--- config.mk ---
export PLATFORM = sky130hd
export DESIGN_NAME = gsp_probe_chain
export DESIGN_NICKNAME = d
export VERILOG_FILES = /design/src/gsp_pkg.sv /design/src/gsp_probe_cell.sv /design/src/gsp_probe_chain.sv
export VERILOG_INCLUDE_DIRS = /design/src /design/src/src
export SDC_FILE = /design/constraint.sdc
export NUM_CORES = 1
export LEC_CHECK = 0
export BUFFER_PORTS_ARGS = -buffer_cell sky130_fd_sc_hd__buf_2
export CAP_MARGIN = 20
export CORE_UTILIZATION = 55
export DETAILED_ROUTE_END_ITERATION = 10
export GPL_TIMING_DRIVEN = 0
export PLACE_DENSITY = 0.81
export SYNTH_ARGS = -nofsm -noshare
export SYNTH_HDL_FRONTEND = slang
export SYNTH_SLANG_ARGS = --single-unit
--- constraint.sdc ---
create_clock -name clock -period 2.3 [get_ports clock]
set_clock_uncertainty 0.2 [all_clocks]
set_input_delay 0.115 -clock clock [delete_from_list [all_inputs] [get_ports clock]]
set_output_delay 0.115 -clock clock [all_outputs]
set_load 0.05 [all_outputs]
--- src/grid_shortest_path_search_unit_defines.svh ---
// assertion macros shared by the grid shortest path search unit
`ifndef GRID_SHORTEST_PATH_SEARCH_UNIT_DEFINES_SVH
`define GRID_SHORTEST_PATH_SEARCH_UNIT_DEFINES_SVH

// same-cycle implication, disabled during reset
`define GSP_ASSERT_IMPLY(lbl, clk, rst, ante, cons) \
   lbl: assert property (@(posedge clk) disable iff (rst) (ante) |-> (cons)) \
      else $error("grid search assertion failed");

// next-cycle implication, disabled during reset
`define GSP_ASSERT_NEXT(lbl, clk, rst, ante, cons) \
   lbl: assert property (@(posedge clk) disable iff (rst) (ante) |=> (cons)) \
      else $error("grid search assertion failed");

`endif

--- src/gsp_pkg.sv ---
// types and constants of the grid shortest path search unit
package gsp_pkg;

   localparam int FIELD_W  = 6;
   localparam int COST_W   = 12;
   localparam int NUM_DIRS = 8;

   localparam logic [COST_W-1:0] COST_MAX = 12'hFFF;

   // neighbor offsets in ascending (row, col) order of the neighbor
   localparam int CHAIN_ROW_STEP [NUM_DIRS] = '{-1, -1, -1, 0, 0, 1, 1, 1};
   localparam int CHAIN_COL_STEP [NUM_DIRS] = '{-1, 0, 1, -1, 1, -1, 0, 1};

   typedef enum logic [1:0] {
      ACT_WRITE  = 2'd0,
      ACT_SEARCH = 2'd1,
      ACT_READ   = 2'd2,
      ACT_NONE   = 2'd3
   } action_type;

   typedef enum logic [1:0] {
      CSR_START_ROW = 2'd0,
      CSR_START_COL = 2'd1,
      CSR_END_ROW   = 2'd2,
      CSR_END_COL   = 2'd3
   } csr_index_type;

   typedef enum logic [3:0] {
      ST_IDLE,
      ST_CLEAR,
      ST_SEED,
      ST_POP,
      ST_POPWAIT,
      ST_PROBE,
      ST_ENDRD,
      ST_ENDCHK,
      ST_PARAPPLY,
      ST_EMIT
   } state_type;

   typedef struct packed {
      logic [1:0]         action;
      logic [FIELD_W-1:0] cell_row;
      logic [FIELD_W-1:0] cell_col;
      logic               cell_open;
   } req_type;

   typedef struct packed {
      logic [COST_W-1:0]  path_cost;
      logic               reachable;
      logic [FIELD_W-1:0] path_row;
      logic [FIELD_W-1:0] path_col;
      logic               path_valid;
      logic               path_last;
   } rsp_type;

   // status of the neighbor probe presented by the cell chain
   typedef struct packed {
      logic in_grid;
      logic last;
   } probe_stat_type;

endpackage

--- src/gsp_probe_cell.sv ---
// one neighbor probe cell: holds the current cell token for one direction
module gsp_probe_cell
   import gsp_pkg::*;
#(
   parameter int GRID_SIZE = 64,
   parameter int ROW_STEP  = 0,
   parameter int COL_STEP  = 0
) (
   input  logic                                 clock,
   input  logic                                 reset,
   input  logic                                 tok_valid_i,
   input  logic [$clog2(GRID_SIZE):0]           tok_row_i,
   input  logic [$clog2(GRID_SIZE):0]           tok_col_i,
   input  logic [$clog2(GRID_SIZE*GRID_SIZE)-1:0] tok_dist_i,
   output logic                                 tok_valid_o,
   output logic [$clog2(GRID_SIZE):0]           tok_row_o,
   output logic [$clog2(GRID_SIZE):0]           tok_col_o,
   output logic [$clog2(GRID_SIZE*GRID_SIZE)-1:0] tok_dist_o,
   output logic [$clog2(GRID_SIZE):0]           nb_row,
   output logic [$clog2(GRID_SIZE):0]           nb_col,
   output logic                                 nb_in_grid
);

   localparam int CW = $clog2(GRID_SIZE) + 1;
   localparam int DW = $clog2(GRID_SIZE * GRID_SIZE);

   logic          valid_ff;
   logic [CW-1:0] row_ff;
   logic [CW-1:0] col_ff;
   logic [DW-1:0] dist_ff;

   always_ff @(posedge clock) begin
      if (reset) begin
         valid_ff <= 1'b0;
      end else begin
         valid_ff <= tok_valid_i;
      end
      row_ff  <= tok_row_i;
      col_ff  <= tok_col_i;
      dist_ff <= tok_dist_i;
   end

   // a step below zero wraps to a large value and falls outside the grid
   assign nb_row     = row_ff + CW'(ROW_STEP);
   assign nb_col     = col_ff + CW'(COL_STEP);
   assign nb_in_grid = valid_ff && (32'(nb_row) < GRID_SIZE) && (32'(nb_col) < GRID_SIZE);

   assign tok_valid_o = valid_ff;
   assign tok_row_o   = row_ff;
   assign tok_col_o   = col_ff;
   assign tok_dist_o  = dist_ff;

endmodule

--- src/gsp_probe_chain.sv ---
// chain of eight probe cells, one per neighbor direction
module gsp_probe_chain
   import gsp_pkg::*;
#(
   parameter int GRID_SIZE = 64
) (
   input  logic                                 clock,
   input  logic                                 reset,
   input  logic                                 inj_valid,
   input  logic [$clog2(GRID_SIZE):0]           inj_row,
   input  logic [$clog2(GRID_SIZE):0]           inj_col,
   input  logic [$clog2(GRID_SIZE*GRID_SIZE)-1:0] inj_dist,
   output logic [$clog2(GRID_SIZE):0]           probe_row,
   output logic [$clog2(GRID_SIZE):0]           probe_col,
   output logic [$clog2(GRID_SIZE*GRID_SIZE)-1:0] probe_dist,
   output probe_stat_type                       probe_stat
);

`include "grid_shortest_path_search_unit_defines.svh"

   localparam int CW = $clog2(GRID_SIZE) + 1;
   localparam int DW = $clog2(GRID_SIZE * GRID_SIZE);

   logic          tok_vld  [NUM_DIRS+1];
   logic [CW-1:0] tok_row  [NUM_DIRS+1];
   logic [CW-1:0] tok_col  [NUM_DIRS+1];
   logic [DW-1:0] tok_dist [NUM_DIRS+1];
   logic [CW-1:0] nb_row   [NUM_DIRS];
   logic [CW-1:0] nb_col   [NUM_DIRS];
   logic [NUM_DIRS-1:0] nb_in_grid;
   logic [NUM_DIRS-1:0] cell_vld;

   assign tok_vld[0]  = inj_valid;
   assign tok_row[0]  = inj_row;
   assign tok_col[0]  = inj_col;
   assign tok_dist[0] = inj_dist;

   for (genvar k = 0; k < NUM_DIRS; k++) begin : g_cell
      gsp_probe_cell #(
         .GRID_SIZE (GRID_SIZE),
         .ROW_STEP  (CHAIN_ROW_STEP[k]),
         .COL_STEP  (CHAIN_COL_STEP[k])
      ) u_cell (
         .clock       (clock),
         .reset       (reset),
         .tok_valid_i (tok_vld[k]),
         .tok_row_i   (tok_row[k]),
         .tok_col_i   (tok_col[k]),
         .tok_dist_i  (tok_dist[k]),
         .tok_valid_o (tok_vld[k+1]),
         .tok_row_o   (tok_row[k+1]),
         .tok_col_o   (tok_col[k+1]),
         .tok_dist_o  (tok_dist[k+1]),
         .nb_row      (nb_row[k]),
         .nb_col      (nb_col[k]),
         .nb_in_grid  (nb_in_grid[k])
      );
      assign cell_vld[k] = tok_vld[k+1];
   end

   // one token in flight, so at most one cell drives the memory address
   always_comb begin
      probe_row  = '0;
      probe_col  = '0;
      probe_dist = '0;
      for (int k = 0; k < NUM_DIRS; k++) begin
         probe_row  = probe_row  | (cell_vld[k] ? nb_row[k]      : '0);
         probe_col  = probe_col  | (cell_vld[k] ? nb_col[k]      : '0);
         probe_dist = probe_dist | (cell_vld[k] ? tok_dist[k+1]  : '0);
      end
      probe_stat.in_grid = |nb_in_grid;
      probe_stat.last    = cell_vld[NUM_DIRS-1];
   end

   `GSP_ASSERT_IMPLY(a_one_token, clock, reset, 1'b1, $onehot0(cell_vld))

endmodule

Word level (Yosys, flattened, before mapping)
Index checks and enable logic that the tools add are counted.
{"block": "word_totals", "word_cells": 122, "regBits": 216, "out_inout_bits": 28, "inputBits": 29}
{"block": "op_classes", "reduce_logical": 17, "n_mux": 24, "n_lt_le_gt_ge": 16, "bitwise_logic": 21, "addsub": 12}
{"cell": "$lt 7x7->1 const B", "count": 16}
{"cell": "$mux 7", "count": 16}
{"cell": "$or 7x7->7", "count": 14}
{"cell": "$mux 12", "count": 8}
{"cell": "$or 12x12->12", "count": 7}
{"cell": "$add 7x1->7 const B", "count": 6}
{"cell": "$add 7x7->7 const B", "count": 6}
{"cell": "$logic_and 1x1->1", "count": 16}
{"cell": "$reduce_or 8->1", "count": 1}

Longest topological paths before layout
{"block": "depth", "word_depth": 9, "ltp_mapped": 7, "mapped_depth_nobuf": 7}

Hierarchy
From an unflattened synthesis, not the netlist that was laid out.
{"block": "hier_totals", "hier_cells": 610, "area_unflattened_um2": 7258.2}
{"module": "gsp_probe_chain", "cells_per_inst": 158, "area_per_inst_um2": 1233.7, "n_inst": 1, "seq_area_each_um2": 0.0}
{"module": "gsp_probe_cell at g_cell[2].u_cell", "cells_per_inst": 63, "area_per_inst_um2": 789.5, "n_inst": 1, "seq_area_each_um2": 540.5}
{"module": "gsp_probe_cell at g_cell[0].u_cell", "cells_per_inst": 63, "area_per_inst_um2": 788.3, "n_inst": 1, "seq_area_each_um2": 540.5}
{"module": "gsp_probe_cell at g_cell[5].u_cell", "cells_per_inst": 60, "area_per_inst_um2": 777.0, "n_inst": 1, "seq_area_each_um2": 540.5}
{"module": "gsp_probe_cell at g_cell[7].u_cell", "cells_per_inst": 60, "area_per_inst_um2": 769.5, "n_inst": 1, "seq_area_each_um2": 540.5}
{"module": "gsp_probe_cell at g_cell[3].u_cell", "cells_per_inst": 53, "area_per_inst_um2": 732.0, "n_inst": 1, "seq_area_each_um2": 540.5}
{"module": "gsp_probe_cell at g_cell[1].u_cell", "cells_per_inst": 53, "area_per_inst_um2": 728.2, "n_inst": 1, "seq_area_each_um2": 540.5}
{"module": "gsp_probe_cell at g_cell[4].u_cell", "cells_per_inst": 50, "area_per_inst_um2": 723.2, "n_inst": 1, "seq_area_each_um2": 540.5}
{"module": "gsp_probe_cell at g_cell[6].u_cell", "cells_per_inst": 50, "area_per_inst_um2": 716.9, "n_inst": 1, "seq_area_each_um2": 540.5}

Worst setup path after synthesis
No wires, ideal clock.
{"block": "synth_path", "path_kind": "register to output", "from": "reg g_cell[1].u_cell.row_ff[0]", "to": "out probe_row[4]", "arrival_time_ns": 1.904, "path_stages_with_launch": 8, "t_required_ns": 1.985, "slack_ns": 0.081, "n_path_buf": 0, "path_cell_list": "dfxtp_1 > inv_1 > ha_1 > inv_1 > or3_2 > xnor2_1 > a222oi_1 > nand3_1"}
{"block": "synth_via", "elab_chain_len": 9}
{"item": "start: declaration", "line": "gsp_probe_cell.sv:28", "rtl": "logic [CW-1:0] row_ff;"}
{"item": "start signal: assignment", "line": "gsp_probe_cell.sv:38", "rtl": "row_ff <= tok_row_i;"}
{"item": "$add 7x7->7", "line": "gsp_probe_cell.sv:44", "rtl": "assign nb_row = row_ff + CW'(ROW_STEP);"}
{"item": "$mux 7", "line": "gsp_probe_chain.sv:67", "rtl": "probe_row = probe_row | (cell_vld[k] ? nb_row[k] : '0);"}
{"item": "$or 7x7->7 (7 in series)", "line": "gsp_probe_chain.sv:67"}
{"item": "end: declaration", "line": "gsp_probe_chain.sv:13", "rtl": "output logic [$clog2(GRID_SIZE):0] probe_row,"}
No other way between the ends.

==> results.sh <==
export IMPL_synth_edf_count=0
export IMPL_layout_common_cells="dfxtp_1, a22oi_1, buf_2, xnor2_1, dlygate4sd3_1"
export IMPL_tightest_slew_ps=453
export IMPL_place_congestion=0.923
export IMPL_power_leakage_nw=3.46
export IMPL_post_dp_cell_area_mm2=0.00706
export IMPL_period_share_pct=112
export IMPL_grt_pass1_wl_mm=26.8
export IMPL_critPathCaptureType="primary output"
export IMPL_peakVddDrop_v=0.000690
export IMPL_final_common_cell="dfxtp_1"
export IMPL_antenna_cells=0
export IMPL_cts_buffer_depth=3
export IMPL_grt_usage_pct=28.0
export IMPL_ios=57
export IMPL_ys_async_sr_fraction_pct=0
export IMPL_synth_seq_cells=216
export IMPL_rr_worst_depth=2
export IMPL_setup_tns_ps=-1360
export IMPL_die_x_um=112
export IMPL_start_util_pct=57.0
export IMPL_synth_warning_count=0
export IMPL_dpl_hpwl_mm=10.7
export IMPL_hold_class="in -> reg"
export IMPL_clkTransAtPathRegs_ps=60
export IMPL_nNetsFinal=706
export IMPL_setup_violations=8
export IMPL_hold_viol=0
export IMPL_vias=4974
export IMPL_p_clk_share_pct=41.4
export IMPL_critPathMaxStageDelay_ps=420
export IMPL_worstPathCellList="or3_4, nor4_4, nor4_1, a2111oi_1, nand4b_1, buf_6"
export IMPL_wirelength_mm=18.0
export IMPL_die_area_mm2=0.0124
export IMPL_min_path_cells=2
export IMPL_firstDrtPassIters=10
export IMPL_vias_per_cell=6.06
export IMPL_fmax_ghz=0.389
export IMPL_clock_latency_ps=490
export IMPL_cap_viol_max_count=0
export IMPL_design_area_mm2=0.00849
export IMPL_rows=39
export IMPL_p_int_mw=6.15
export IMPL_p_per_area_mw_per_mm2=948
export IMPL_avgRoutedWirePerCell_um=22.0
export IMPL_worst_slack_ps=-268
export IMPL_drc_errors=5
export IMPL_worstPathRequired_ps=1990
export IMPL_ys_seq_area_share_pct=65.6
export IMPL_status="finished, violations left"
export IMPL_cts_sinks=216
export IMPL_worst_setup_path_type="reg -> out"
export IMPL_synth_fp_nets=592
export IMPL_p_comb_share_pct=7.5
export IMPL_grt_start_max_net_pins=15
export IMPL_synth_area_per_cell_um2=12.0
export IMPL_cts_buffers=21
export IMPL_area_growth_pct=28.6
export IMPL_first_global_vias=5196
export IMPL_ys_types=42
export IMPL_cts_root_buf="clkbuf_16"
export IMPL_die_height_um=112
export IMPL_port_buffers=56
export IMPL_drtAntennaViolNets=0
export IMPL_synth_cells=551
export IMPL_final_layout_size_suffix_gt1_share_pct=29.5
export IMPL_violations="design-rule violations, negative setup slack"
export IMPL_antenna_found_initial=0
export IMPL_drt_iter0_markers=486
export IMPL_core_area_mm2=0.0116
export IMPL_crit_arrival_ps=2250
export IMPL_start_kind="flip-flop"
export IMPL_ys_flop_type="dfxtp_1"
export IMPL_cpMaxStageDelayCell="or3_4"
export IMPL_slew_violations=0
export IMPL_synth_area_mm2=0.00660
export IMPL_relSlewSlack_pct=69.8
export IMPL_swShare_pct=23.6
export IMPL_switchingPower_mw=1.90
export IMPL_pwr_share_seq_pct=51.1
export IMPL_cts_tree="done"
export IMPL_finalCriticalPeriod_ps=2570
export IMPL_grt_remaining_overflow=0
export IMPL_rsz0062_at_grt="true"
export IMPL_cp_max_fo=3
export IMPL_h_tree_depth=1
## Yosys cell counts (2+ instances only)
cell | count | area [µm²]
a21oi_1 | 3 | 15.0
a221oi_1 | 6 | 52.6
a222oi_1 | 15 | 150
a22oi_1 | 58 | 435
a2bb2oi_1 | 2 | 17.5
and3_1 | 6 | 37.5
buf_1 | 2 | 7.51
clkbuf_1 | 19 | 71.3
dfxtp_1 | 216 | 4320
ha_1 | 12 | 150
inv_1 | 23 | 86.3
nand2_1 | 14 | 52.6
nand3_1 | 33 | 165
nand4_1 | 13 | 81.3
nand4b_1 | 2 | 17.5
nor2_1 | 19 | 71.3
nor2b_1 | 2 | 12.5
nor3_1 | 7 | 35.0
nor4_1 | 2 | 12.5
o21ai_0 | 9 | 45.0
o22ai_1 | 5 | 31.3
o31ai_1 | 3 | 22.5
or3_1 | 4 | 25.0
or3_4 | 2 | 22.5
or4_1 | 5 | 37.5
xnor2_1 | 30 | 263
xor2_1 | 24 | 210
## worst max-delay path, delay by kind of cell (launching register included)
kind	cells	cell delay (ps)
buf+inv	1	200
flops	1	320
simple gates	4	890
compound gates	1	360
## cell families after synthesis
group | Yosys count | share of synthesized area [%]
DFF | 216 | 65.6
AOI/OAI and AO/OA | 108 | 12.6
buffers and inverters | 45 | 2.62
xor gates and xnor gates | 54 | 7.17
adders and majority gates | 12 | 2.28
and+or+nand+nor | 116 | 9.77
## final cells by class
cell class                      count  area (µm²)
Multi-Input combinational cell    290        2330
Clock buffer                       31         613
Tap cell                          143         179
Fill cell                         719        3080
Buffer                             17         110
Sequential cell                   216        4370
Timing Repair Buffer               96         724
Inverter                           23        98.8
Clock inverter                      5        53.8
## worst paths after layout
check | end | slack [ps] | start
worst min register to register | g_cell[7].u_cell.tok_col_o[0] | 150 | g_cell[6].u_cell.tok_col_o[0]
worst max register to register | g_cell[7].u_cell.tok_valid_o | 950 | g_cell[6].u_cell.tok_valid_o
worst max-delay path | probe_stat[1] | -270 | g_cell[3].u_cell.tok_col_o[3]
worst min-delay path | g_cell[0].u_cell.tok_dist_o[0] | 60 | inj_dist[0]
## repair_timing
action                                  in CTS  in global routing
gates cloned                                 0                  0
pin swaps                                   22                 19
resized for setup                           88                 67
endpoints found under the setup margin      27                 27
hold buffers                                29                  0
hold endpoints to repair                    34                  0
setup buffers                                8                  3
## routing by layer
metal / routed length, µm / vias to the layer above / global-route usage (%)
met5: 0 / - / 0
met4: 774 / 0 / 14.0
met3: 1350 / 71 / 5.01
met2: 9030 / 252 / 48.9
met1: 6890 / 2415 / 33.3
li1: - / 2236 / -
## stage by stage
stage | instances | setup slack (ps) | util (%) | hold slack, ps | power, mW
floorplan | 551 | 81.1 | - | -57.3 | 4.46
global placement | 750 | -1.39 | 61.0 | 16.9 | 4.62
detailed placement | 750 | -28.9 | 61.0 | 18.6 | 4.64
CTS | 819 | -255 | 71.6 | 47.9 | 7.99
global route | 821 | -346 | 73.4 | 50.1 | 8.28
finish | 821 | -268 | 73.4 | 57.8 | 8.04
## sequential cells by signal, indices dropped and copies added (netlist names)
register                   flops
g_cell.u_cell.tok_col_o       56
g_cell.u_cell.tok_dist_o      96
g_cell.u_cell.tok_row_o       56
g_cell.u_cell.tok_valid_o      8
## power by group through the flow
stage	Clock (mW)	Combinational, mW	Sequential [mW]
floorplan	0	0.346	4.12
global placement	0	0.467	4.15
detailed placement	0	0.470	4.17
CTS	3.33	0.560	4.10
global route	3.52	0.632	4.13
finish	3.33	0.604	4.11
No activity file was read; power rests on OpenSTA's default activity.
